File: src/sv/stpseq_pkg.sv
// Shared constants, command codes and types for the full-step sequencer.
package stpseq_pkg;

    // Command codes carried in the input tuser
    localparam logic [1:0] FN_TICK    = 2'd0;
    localparam logic [1:0] FN_COUNTED = 2'd1;
    localparam logic [1:0] FN_CONT    = 2'd2;

    // Timer width and microseconds per minute (fits in the timer width)
    localparam int PERIOD_W = 26;
    localparam logic [PERIOD_W-1:0] US_PER_MIN = 26'd60000000;

    // Iteration counts for the serial multiply and divide
    localparam int MUL_STEPS = 16;
    localparam int DIV_STEPS = PERIOD_W;

    // Coil drive per phase: bit0 A1, bit1 A2, bit2 B1, bit3 B2
    localparam logic [3:0] PINS_PH0 = 4'b0101;
    localparam logic [3:0] PINS_PH1 = 4'b1001;
    localparam logic [3:0] PINS_PH2 = 4'b1010;
    localparam logic [3:0] PINS_PH3 = 4'b0110;

    // Result word, first field in the highest bits
    typedef struct packed {
        logic       rejected;
        logic       stepped;
        logic       running;
        logic [3:0] coil_pins;
    } t_out_word;

    // Two-phase full-step pattern lookup
    function automatic logic [3:0] coil_pattern(input logic [1:0] ph);
        logic [3:0] pins;
        case (ph)
            2'd0:    pins = PINS_PH0;
            2'd1:    pins = PINS_PH1;
            2'd2:    pins = PINS_PH2;
            default: pins = PINS_PH3;
        endcase
        return pins;
    endfunction

endpackage

File: src/sv/stepper_full_step_sequencer_unit.sv
// Full-step sequencer for one bipolar stepper channel with serial period divider.
//
//  channel  | direction | signals                                  | content
//  ---------+-----------+------------------------------------------+---------------------------
//  s_axis   | in        | s_axis_tvalid/tready/tdata/tuser         | command word
//  m_axis   | out       | m_axis_tvalid/tready/tdata               | pin and status word
//  apb      | in/out    | psel/penable/pwrite/paddr/pwdata/prdata  | steps_per_rev at 0x0
//
// A tick or a rejected start is answered in the cycle after acceptance.
// A valid start runs the bit-serial steps_per_rev * rpm product, then the
// restoring divide of 60000000 by it, then a commit that waits for m_axis.
// Reset (synchronous, active low) sets steps_per_rev to 200, stops the timer.
// The result register holds one word; while it is full and m_axis stalls, no
// command is taken and a finished start waits until the pending word is taken.
module stepper_full_step_sequencer_unit
    import stpseq_pkg::*;
(
    input  logic        i_clk,
    input  logic        i_rst_n,
    // command stream
    input  logic        s_axis_tvalid,
    output logic        s_axis_tready,
    input  logic [55:0] s_axis_tdata,  // [15:0] speed_rpm, [47:16] step_count, [48] reverse
    input  logic [1:0]  s_axis_tuser,  // [1:0] func
    // result stream
    output logic        m_axis_tvalid,
    input  logic        m_axis_tready,
    output logic [7:0]  m_axis_tdata,  // [3:0] coil_pins, [4] running, [5] stepped, [6] rejected
    // configuration
    input  logic        psel,
    input  logic        penable,
    input  logic        pwrite,
    input  logic [2:0]  paddr,
    input  logic [31:0] pwdata,
    output logic [31:0] prdata,
    output logic        pready
);

    localparam logic [1:0] ST_IDLE = 2'd0;
    localparam logic [1:0] ST_MUL  = 2'd1;
    localparam logic [1:0] ST_DIV  = 2'd2;
    localparam logic [1:0] ST_FIN  = 2'd3;

    // control and motor state
    logic [1:0]          r_state,    n_state;
    logic [15:0]         r_spr;
    logic [1:0]          r_phase,    n_phase;
    logic [31:0]         r_steps,    n_steps;
    logic                r_cont,     n_cont;
    logic                r_rev,      n_rev;
    logic                r_running,  n_running;
    logic [PERIOD_W-1:0] r_tick,     n_tick;
    logic [PERIOD_W-1:0] r_period,   n_period;
    logic [3:0]          r_pins,     n_pins;
    logic                r_out_vld,  n_out_vld;

    // datapath (payload, no reset)
    t_out_word           r_out,      n_out;
    logic [4:0]          r_cnt,      n_cnt;
    logic [31:0]         r_mcand,    n_mcand;
    logic [15:0]         r_mplier,   n_mplier;
    logic [31:0]         r_prod,     n_prod;
    logic [31:0]         r_rem,      n_rem;
    logic [PERIOD_W-1:0] r_quo,      n_quo;
    logic                r_cmd_cnt,  n_cmd_cnt;
    logic [31:0]         r_cmd_steps, n_cmd_steps;
    logic                r_cmd_rev,  n_cmd_rev;

    logic                w_accept;
    logic                w_out_free;
    logic [15:0]         w_rpm;
    logic [31:0]         w_prod_sum;
    logic [32:0]         w_shifted;
    logic [32:0]         w_sub;
    logic                w_ge;
    logic [PERIOD_W-1:0] w_tick_inc;

    // handshakes
    assign w_out_free    = !r_out_vld || m_axis_tready;
    assign s_axis_tready = (r_state == ST_IDLE) && w_out_free;
    assign w_accept      = s_axis_tvalid && s_axis_tready;
    assign m_axis_tvalid = r_out_vld;
    assign m_axis_tdata  = {1'b0, r_out};
    assign w_rpm         = s_axis_tdata[15:0];

    // configuration port
    assign pready = 1'b1;
    assign prdata = paddr[2] ? 32'd0 : {16'd0, r_spr};

    always_ff @(posedge i_clk) begin
        if (!i_rst_n) begin
            r_spr <= 16'd200;
        end else if (psel && penable && pwrite && !paddr[2]) begin
            r_spr <= pwdata[15:0];
        end
    end

    // serial arithmetic terms
    assign w_prod_sum = r_prod + (r_mplier[0] ? r_mcand : 32'd0);
    assign w_shifted  = {r_rem, US_PER_MIN[r_cnt]};
    assign w_sub      = w_shifted - {1'b0, r_prod};
    assign w_ge       = (w_shifted >= {1'b0, r_prod});
    assign w_tick_inc = r_tick + 1'b1;

    // next-state logic
    always_comb begin
        n_state     = r_state;
        n_phase     = r_phase;
        n_steps     = r_steps;
        n_cont      = r_cont;
        n_rev       = r_rev;
        n_running   = r_running;
        n_tick      = r_tick;
        n_period    = r_period;
        n_pins      = r_pins;
        n_out_vld   = r_out_vld && !m_axis_tready;
        n_out       = r_out;
        n_cnt       = r_cnt;
        n_mcand     = r_mcand;
        n_mplier    = r_mplier;
        n_prod      = r_prod;
        n_rem       = r_rem;
        n_quo       = r_quo;
        n_cmd_cnt   = r_cmd_cnt;
        n_cmd_steps = r_cmd_steps;
        n_cmd_rev   = r_cmd_rev;

        case (r_state)
            ST_IDLE: begin
                if (w_accept) begin
                    n_out.stepped  = 1'b0;
                    n_out.rejected = 1'b0;
                    case (s_axis_tuser)
                        FN_TICK: begin
                            if (r_running) begin
                                if (w_tick_inc >= r_period) begin
                                    // step event: drive pins, then move phase
                                    n_tick        = '0;
                                    n_out.stepped = 1'b1;
                                    n_pins        = coil_pattern(r_phase);
                                    if (!r_cont) begin
                                        if (r_steps == 32'd0) begin
                                            n_running = 1'b0;
                                        end else if (!r_steps[31]) begin
                                            n_steps = r_steps - 32'd1;
                                            n_phase = r_phase + 2'd1;
                                        end else begin
                                            n_steps = r_steps + 32'd1;
                                            n_phase = r_phase - 2'd1;
                                        end
                                    end else if (!r_rev) begin
                                        n_phase = r_phase + 2'd1;
                                    end else begin
                                        n_phase = r_phase - 2'd1;
                                    end
                                end else begin
                                    n_tick = w_tick_inc;
                                end
                            end
                            n_out_vld = 1'b1;
                        end
                        FN_COUNTED, FN_CONT: begin
                            if (w_rpm == 16'd0) begin
                                n_out.rejected = 1'b1;
                                n_out_vld      = 1'b1;
                            end else begin
                                n_cmd_cnt   = (s_axis_tuser == FN_COUNTED);
                                n_cmd_steps = s_axis_tdata[47:16];
                                n_cmd_rev   = s_axis_tdata[48];
                                n_mcand     = {16'd0, r_spr};
                                n_mplier    = w_rpm;
                                n_prod      = 32'd0;
                                n_cnt       = 5'd0;
                                n_state     = ST_MUL;
                            end
                        end
                        default: begin
                            n_out_vld = 1'b1;
                        end
                    endcase
                    n_out.coil_pins = n_pins;
                    n_out.running   = n_running;
                end
            end
            ST_MUL: begin
                // one multiplier bit per cycle
                n_mcand  = {r_mcand[30:0], 1'b0};
                n_mplier = {1'b0, r_mplier[15:1]};
                n_prod   = w_prod_sum;
                n_cnt    = r_cnt + 5'd1;
                if (r_cnt == 5'(MUL_STEPS - 1)) begin
                    // zero divisor only from zero steps_per_rev: divide by one
                    n_prod  = (w_prod_sum == 32'd0) ? 32'd1 : w_prod_sum;
                    n_rem   = 32'd0;
                    n_quo   = '0;
                    n_cnt   = 5'(DIV_STEPS - 1);
                    n_state = ST_DIV;
                end
            end
            ST_DIV: begin
                // one quotient bit per cycle, dividend bits MSB first
                n_rem = w_ge ? w_sub[31:0] : w_shifted[31:0];
                n_quo = {r_quo[PERIOD_W-2:0], w_ge};
                n_cnt = r_cnt - 5'd1;
                if (r_cnt == 5'd0) begin
                    n_state = ST_FIN;
                end
            end
            ST_FIN: begin
                if (w_out_free) begin
                    n_period  = (r_quo == '0) ? PERIOD_W'(1) : r_quo;
                    n_tick    = '0;
                    n_running = 1'b1;
                    if (r_cmd_cnt) begin
                        n_steps = r_cmd_steps;
                        n_cont  = 1'b0;
                    end else begin
                        n_rev  = r_cmd_rev;
                        n_cont = 1'b1;
                    end
                    n_out.coil_pins = r_pins;
                    n_out.running   = 1'b1;
                    n_out.stepped   = 1'b0;
                    n_out.rejected  = 1'b0;
                    n_out_vld       = 1'b1;
                    n_state         = ST_IDLE;
                end
            end
            default: begin
                n_state = ST_IDLE;
            end
        endcase
    end

    // control registers
    always_ff @(posedge i_clk) begin
        if (!i_rst_n) begin
            r_state   <= ST_IDLE;
            r_phase   <= 2'd0;
            r_steps   <= 32'd0;
            r_cont    <= 1'b0;
            r_rev     <= 1'b0;
            r_running <= 1'b0;
            r_tick    <= '0;
            r_period  <= PERIOD_W'(1);
            r_pins    <= 4'd0;
            r_out_vld <= 1'b0;
        end else begin
            r_state   <= n_state;
            r_phase   <= n_phase;
            r_steps   <= n_steps;
            r_cont    <= n_cont;
            r_rev     <= n_rev;
            r_running <= n_running;
            r_tick    <= n_tick;
            r_period  <= n_period;
            r_pins    <= n_pins;
            r_out_vld <= n_out_vld;
        end
    end

    // datapath registers
    always_ff @(posedge i_clk) begin
        r_out       <= n_out;
        r_cnt       <= n_cnt;
        r_mcand     <= n_mcand;
        r_mplier    <= n_mplier;
        r_prod      <= n_prod;
        r_rem       <= n_rem;
        r_quo       <= n_quo;
        r_cmd_cnt   <= n_cmd_cnt;
        r_cmd_steps <= n_cmd_steps;
        r_cmd_rev   <= n_cmd_rev;
    end

`ifndef SYNTHESIS
    // input is only taken while no start is being computed
    a_ready_idle: assert property (@(posedge i_clk) disable iff (!i_rst_n)
        s_axis_tready |-> (r_state == ST_IDLE))
        else $error("command word taken while divider busy");

    // restoring divide keeps the partial remainder below the divisor
    a_rem_bound: assert property (@(posedge i_clk) disable iff (!i_rst_n)
        (r_state == ST_DIV) |-> (r_rem < r_prod))
        else $error("partial remainder not below divisor");

    // step period never reaches zero
    a_period_nz: assert property (@(posedge i_clk) disable iff (!i_rst_n)
        r_period != '0)
        else $error("zero step period");

    // timer only stops on a step event word
    a_stop_step: assert property (@(posedge i_clk) disable iff (!i_rst_n)
        $fell(r_running) |-> (r_out_vld && r_out.stepped && !r_out.running))
        else $error("timer stopped without a step event");
`endif

endmodule
File: config.mk
export PLATFORM = sky130hd
export DESIGN_NAME = stepper_full_step_sequencer_unit
export DESIGN_NICKNAME = d
export VERILOG_FILES = /design/src/sv/stpseq_pkg.sv /design/src/sv/stepper_full_step_sequencer_unit.sv
export SDC_FILE = /design/constraint.sdc
export NUM_CORES = 1
export LEC_CHECK = 0
export BUFFER_PORTS_ARGS = -buffer_cell sky130_fd_sc_hd__buf_2
export CAP_MARGIN = 15
export CELL_PAD_IN_SITES_DETAIL_PLACEMENT = 0
export CELL_PAD_IN_SITES_GLOBAL_PLACEMENT = 1
export CORE_UTILIZATION = 40
export CTS_BUF_LIST = sky130_fd_sc_hd__clkbuf_2
export DETAILED_ROUTE_END_ITERATION = 16
export PLACE_DENSITY = 0.75
export SLEW_MARGIN = 20
export SYNTH_ARGS = -nofsm -noshare
export SYNTH_HDL_FRONTEND = slang
export SYNTH_SLANG_ARGS = --single-unit
File: constraint.sdc
create_clock -name i_clk -period 14.6 [get_ports i_clk]
set_input_delay 4.38 -clock i_clk [delete_from_list [all_inputs] [get_ports i_clk]]
set_output_delay 4.38 -clock i_clk [all_outputs]
set_load 0.01 [all_outputs]
==> impl_table.tex <==
\begin{tabular}{lr}
\hline
Metric & Value \\
\hline
\multicolumn{2}{l}{\textbf{Die}} \\
Die Footprint & 48030 sq um \\
Std-Cell Core Area & 46560 sq um \\
Die outline width & 219.2 um \\
Die Y-Extent & 219.2 um \\
Initial Util & 0.4051 \\
Standard-cell row count & 79 \\
Count of pins on the block boundary & 143 \\
\multicolumn{2}{l}{\textbf{Clocking}} \\
Gates resized, CTS repair & 0 \\
CTS tree & built \\
Maximum level of the CTS H-tree & 3 \\
Post-CTS setup-driven buffer insertion count & 0 \\
Number of clock sinks seen by CTS & 297 \\
Clock insertion delay at the later pin of the skew report & 1030 ps \\
CTS Buf Count & 83 \\
Clock input transition at the sequential cells of the worst setup and hold paths & 90 ps \\
Clk root buf & sky130\_fd\_sc\_hd\_\_clkbuf\_2 \\
Bufs on Longest Clock Path & 3 \\
CTS Hold Bufs & 0 \\
\multicolumn{2}{l}{\textbf{Critical path}} \\
Required time at the worst-slack endpoint & 10220 ps \\
Worst-case reg-to-reg path depth & 18 \\
Data arrival at the endpoint of the critical path & 5280 ps \\
Capturing point of the worst reg2reg path & r\_steps[21]\$\_SDFFE\_PN0P\_ \\
Critical path fanouts, max & 5 \\
Setup slack on the worst flop-to-flop path & 9660 ps \\
CP endpoint kind & output port \\
Category of the worst setup path launch point & input port \\
R2r startpoint & r\_tick[0]\$\_SDFFE\_PN0P\_ \\
Category of the critical setup timing path & in -> out \\
\multicolumn{2}{l}{\textbf{Cells and area}} \\
Fraction of final layout cells sized beyond drive strength 1 & 0.1353 \\
Layout net count & 2363 \\
Area overhead of the layout relative to synthesis & 8.942\% \\
Design Area, Final & 20550 sq um \\
Count of filler cells inserted in the layout & 4565 \\
Final Instance Count excl. Fillers & 2788 \\
\multicolumn{2}{l}{\textbf{Placed design}} \\
Placed cell areas & 19810 sq um \\
Number of placed instances, taps included & 2645 \\
Count of input and output buffers & 99 \\
Weighted congestion at the end of routability-driven global placement & 0.8689 \\
Worst slack at placement & 4993 ps \\
Estimated wirelength of the detail-placed design & 30730 um \\
\multicolumn{2}{l}{\textbf{Timing}} \\
Share of the cycle needed by the critical path after routing & 0.6613 \\
Setup WS post-layout & 4944 ps \\
Worst slew margin & 0.3065 \\
Final setup skew & 103.9 ps \\
Worst Tran Pin Value & 1040 ps \\
Shortest period the worst path allows & 9656 ps \\
FMAX & 103.6 MHz \\
Final number of setup-violating endpoints & 0 \\
Final max-slew violation count & 0 \\
Final number of hold-violating endpoints & 0 \\
RSZ-0062 raised after global routing & false \\
TNS Setup & 0 ps \\
\multicolumn{2}{l}{\textbf{Power and ir drop}} \\
Static Leakage & 8.434 nW \\
Share of power burned in the clock network & 0.144 \\
Overall power & 4.256 mW \\
Ratio of total power to cell area & 207.1 nW/um\^{}2 \\
Fraction of power spent switching nets & 0.4436 \\
Internal Pwr Total & 2.368 mW \\
Seq pwr share & 0.296 \\
Net switching power & 1.888 mW \\
Peak ir drop on the vdd network & 123.6 uV \\
Part of the power in combinational logic & 0.560 \\
\multicolumn{2}{l}{\textbf{Detailed routing}} \\
Via-to-Cell Ratio & 5.318 \\
Final wirelength & 43800 um \\
DRC marker count from the first detailed-route iteration & 835 \\
Antenna violation net count after detailed routing & 0 \\
Final routed DRC violation total & 0 \\
Detail-routed net length per standard cell & 15.71 um \\
Count of vias placed by the detailed router & 14827 \\
First-pass iteration count of the detailed router & 5 \\
\multicolumn{2}{l}{\textbf{Synthesis}} \\
Mean instance size in the synthesized netlist & 9.351 sq um \\
Yosys warning count & 0 \\
Sequential fraction of the synthesis area & 0.4129 \\
Number of register bits inferred by synthesis & 297 \\
Number of synthesized flops with an enable pin & 184 \\
Share of synthesized flip-flops with an asynchronous set or reset & 0 \\
Number of distinct library cells after synthesis & 83 \\
Synthesized cell area & 18860 sq um \\
Dominant synthesized flop cell & sky130\_fd\_sc\_hd\_\_edfxtp\_1 \\
Gate Count Post-Synth & 2017 \\
\multicolumn{2}{l}{\textbf{Hold path}} \\
Hold/Removal Path Class & reg -> reg \\
Depth of the worst hold-timing path & 2 \\
Hold Path Sink & r\_period[10]\$\_SDFFE\_PN0P\_ \\
Worst Min Path Start & r\_period[10]\$\_SDFFE\_PN0P\_ \\
\multicolumn{2}{l}{\textbf{Global route}} \\
Pin count of the biggest net entering global routing & 84 \\
Sum of overflow across all layers after global routing & 0 \\
Tot GR Track Use & 0.1871 \\
Via count of the first global-routing pass & 14768 \\
Antenna violations before repair & 2 \\
Global-route wire length before repair & 73130 um \\
\multicolumn{2}{l}{\textbf{Run}} \\
Max-capacitance violation count & 0 \\
\multicolumn{2}{l}{\textbf{Status}} \\
Result of the run & finished clean \\
\hline
\end{tabular}
-- metal layers --
metal,global-route usage,vias to the layer above,share of wire
met5,0,-,0.00030
met1,0.2521,6967,0.48
met3,0.03202,83,0.044
li1,-,7470,-
met2,0.2969,305,0.45
met4,0.07523,2,0.024
-- metrics by stage --
stage,util,hold slack [ps]
floorplan,-,443.5
global placement,0.4254,454.9
detailed placement,0.4254,460.8
CTS,0.4413,473.8
global route,0.4414,498.3
finish,0.4414,470.7
-- power groups by stage --
stage / logic [mW] / clock network, mW / registers, mW
finish: 2.38 / 0.614 / 1.26
global route: 2.68 / 0.682 / 1.28
CTS: 2.39 / 0.645 / 1.26
detailed placement: 2.37 / 0 / 1.28
global placement: 2.34 / 0 / 1.27
floorplan: 1.89 / 0 / 1.25
-- how the worst max path moves through the flow --
stage | startpoint | end | slack [ps] | cells after the start
finish | m_axis_tready | s_axis_tready | 4940 | 5
global route | m_axis_tready | s_axis_tready | 4900 | 5
CTS | m_axis_tready | s_axis_tready | 4980 | 5
detailed placement | m_axis_tready | s_axis_tready | 4990 | 5
global placement | m_axis_tready | s_axis_tready | 5000 | 5
floorplan | m_axis_tready | s_axis_tready | 5370 | 3
-- cells in the mapped netlist (19+ instances only) --
library cell / number / area [sq um]
sky130_fd_sc_hd__o211ai_1: 20 / 150.1
sky130_fd_sc_hd__o21ai_0: 75 / 375.4
sky130_fd_sc_hd__and2_1: 104 / 650.6
sky130_fd_sc_hd__nand2_1: 255 / 957.2
sky130_fd_sc_hd__mux2i_1: 19 / 190.2
sky130_fd_sc_hd__nand3_1: 45 / 225.2
sky130_fd_sc_hd__edfxtp_1: 184 / 5525
sky130_fd_sc_hd__nor4_1: 23 / 143.9
sky130_fd_sc_hd__clkbuf_1: 71 / 266.5
sky130_fd_sc_hd__nor2b_1: 59 / 369.1
sky130_fd_sc_hd__o21ai_1: 22 / 110.1
sky130_fd_sc_hd__xor2_1: 47 / 411.6
sky130_fd_sc_hd__buf_4: 19 / 142.6
sky130_fd_sc_hd__a21oi_1: 130 / 650.6
sky130_fd_sc_hd__nor2_1: 96 / 360.4
sky130_fd_sc_hd__a21boi_0: 63 / 473.0
sky130_fd_sc_hd__nand4_1: 25 / 156.4
sky130_fd_sc_hd__xnor2_1: 61 / 534.3
sky130_fd_sc_hd__o211a_1: 21 / 210.2
sky130_fd_sc_hd__mux2_2: 32 / 360.4
sky130_fd_sc_hd__ha_1: 137 / 1714
sky130_fd_sc_hd__inv_1: 101 / 379.1
sky130_fd_sc_hd__a21o_1: 47 / 352.8
sky130_fd_sc_hd__nor3_1: 26 / 130.1
sky130_fd_sc_hd__dfxtp_1: 113 / 2262
-- state kept, by name, indices dropped and copies added (netlist names) --
signal and count:
r_steps 32, m_axis_tvalid 1, r_pins 4, r_mplier 16
r_mcand 32, r_quo 26, r_state 2, r_cmd_cnt 1
r_tick 26, r_rem 32, r_cnt 5, r_running 1
r_cmd_rev 1, w_shifted 1, r_spr 16, m_axis_tdata 7
r_cmd_steps 32, r_cont 1, r_rev 1, r_period 26
r_phase 2, r_prod 32
-- layout make-up --
class / instances / area [sq um] / area share
Multi-Input combinational cell: 1524 / 10260 / 0.4994
Sequential cell: 297 / 7787 / 0.3790
Tap cell: 607 / 759.5 / 0.03696
Timing Repair Buffer: 114 / 610.6 / 0.02971
Clock buffer: 120 / 600.6 / 0.02923
Inverter: 103 / 386.6 / 0.01882
Clock inverter: 22 / 140.1 / 0.006820
Antenna cell: 1 / 2.502 / 0.0001218
-- critical path: stages --
cell and delay, ps:
sky130_fd_sc_hd__buf_2 110, sky130_fd_sc_hd__nand2b_1 220, sky130_fd_sc_hd__inv_1 160, sky130_fd_sc_hd__nor2_1 210, sky130_fd_sc_hd__buf_2 190
-- placed cells by master (no fill, tap or decap), types with 19 or more instances in the layout --
master	instances
sky130_fd_sc_hd__and2_1	104
sky130_fd_sc_hd__a21o_1	47
sky130_fd_sc_hd__o211ai_1	20
sky130_fd_sc_hd__edfxtp_1	184
sky130_fd_sc_hd__nor2b_1	59
sky130_fd_sc_hd__xor2_1	47
sky130_fd_sc_hd__nor2_1	96
sky130_fd_sc_hd__nand3_1	45
sky130_fd_sc_hd__a21boi_0	63
sky130_fd_sc_hd__ha_1	134
sky130_fd_sc_hd__o21ai_0	74
sky130_fd_sc_hd__buf_2	98
sky130_fd_sc_hd__o21ai_1	22
sky130_fd_sc_hd__inv_1	101
sky130_fd_sc_hd__o211a_1	21
sky130_fd_sc_hd__nor3_1	26
sky130_fd_sc_hd__clkbuf_2	120
sky130_fd_sc_hd__mux2_2	32
sky130_fd_sc_hd__dfxtp_1	113
sky130_fd_sc_hd__mux2i_1	19
sky130_fd_sc_hd__a21oi_1	130
sky130_fd_sc_hd__nand2_1	255
sky130_fd_sc_hd__nand4_1	25
sky130_fd_sc_hd__xnor2_1	61
sky130_fd_sc_hd__nor4_1	23
-- kinds of logic (layout without fill, tap and decap cells) --
group	count (synthesis)	count (layout)	synth area share
xor+xnor	108	108	0.05015
simple gates	692	692	0.1821
fa+ha+maj	140	140	0.09406
compound gates	512	512	0.1818
buf+inv	212	359	0.04763
flops	297	297	0.4129
mux	54	54	0.03098
other cells	2	19	0.0003982
(Power assumes the default switching activity.)
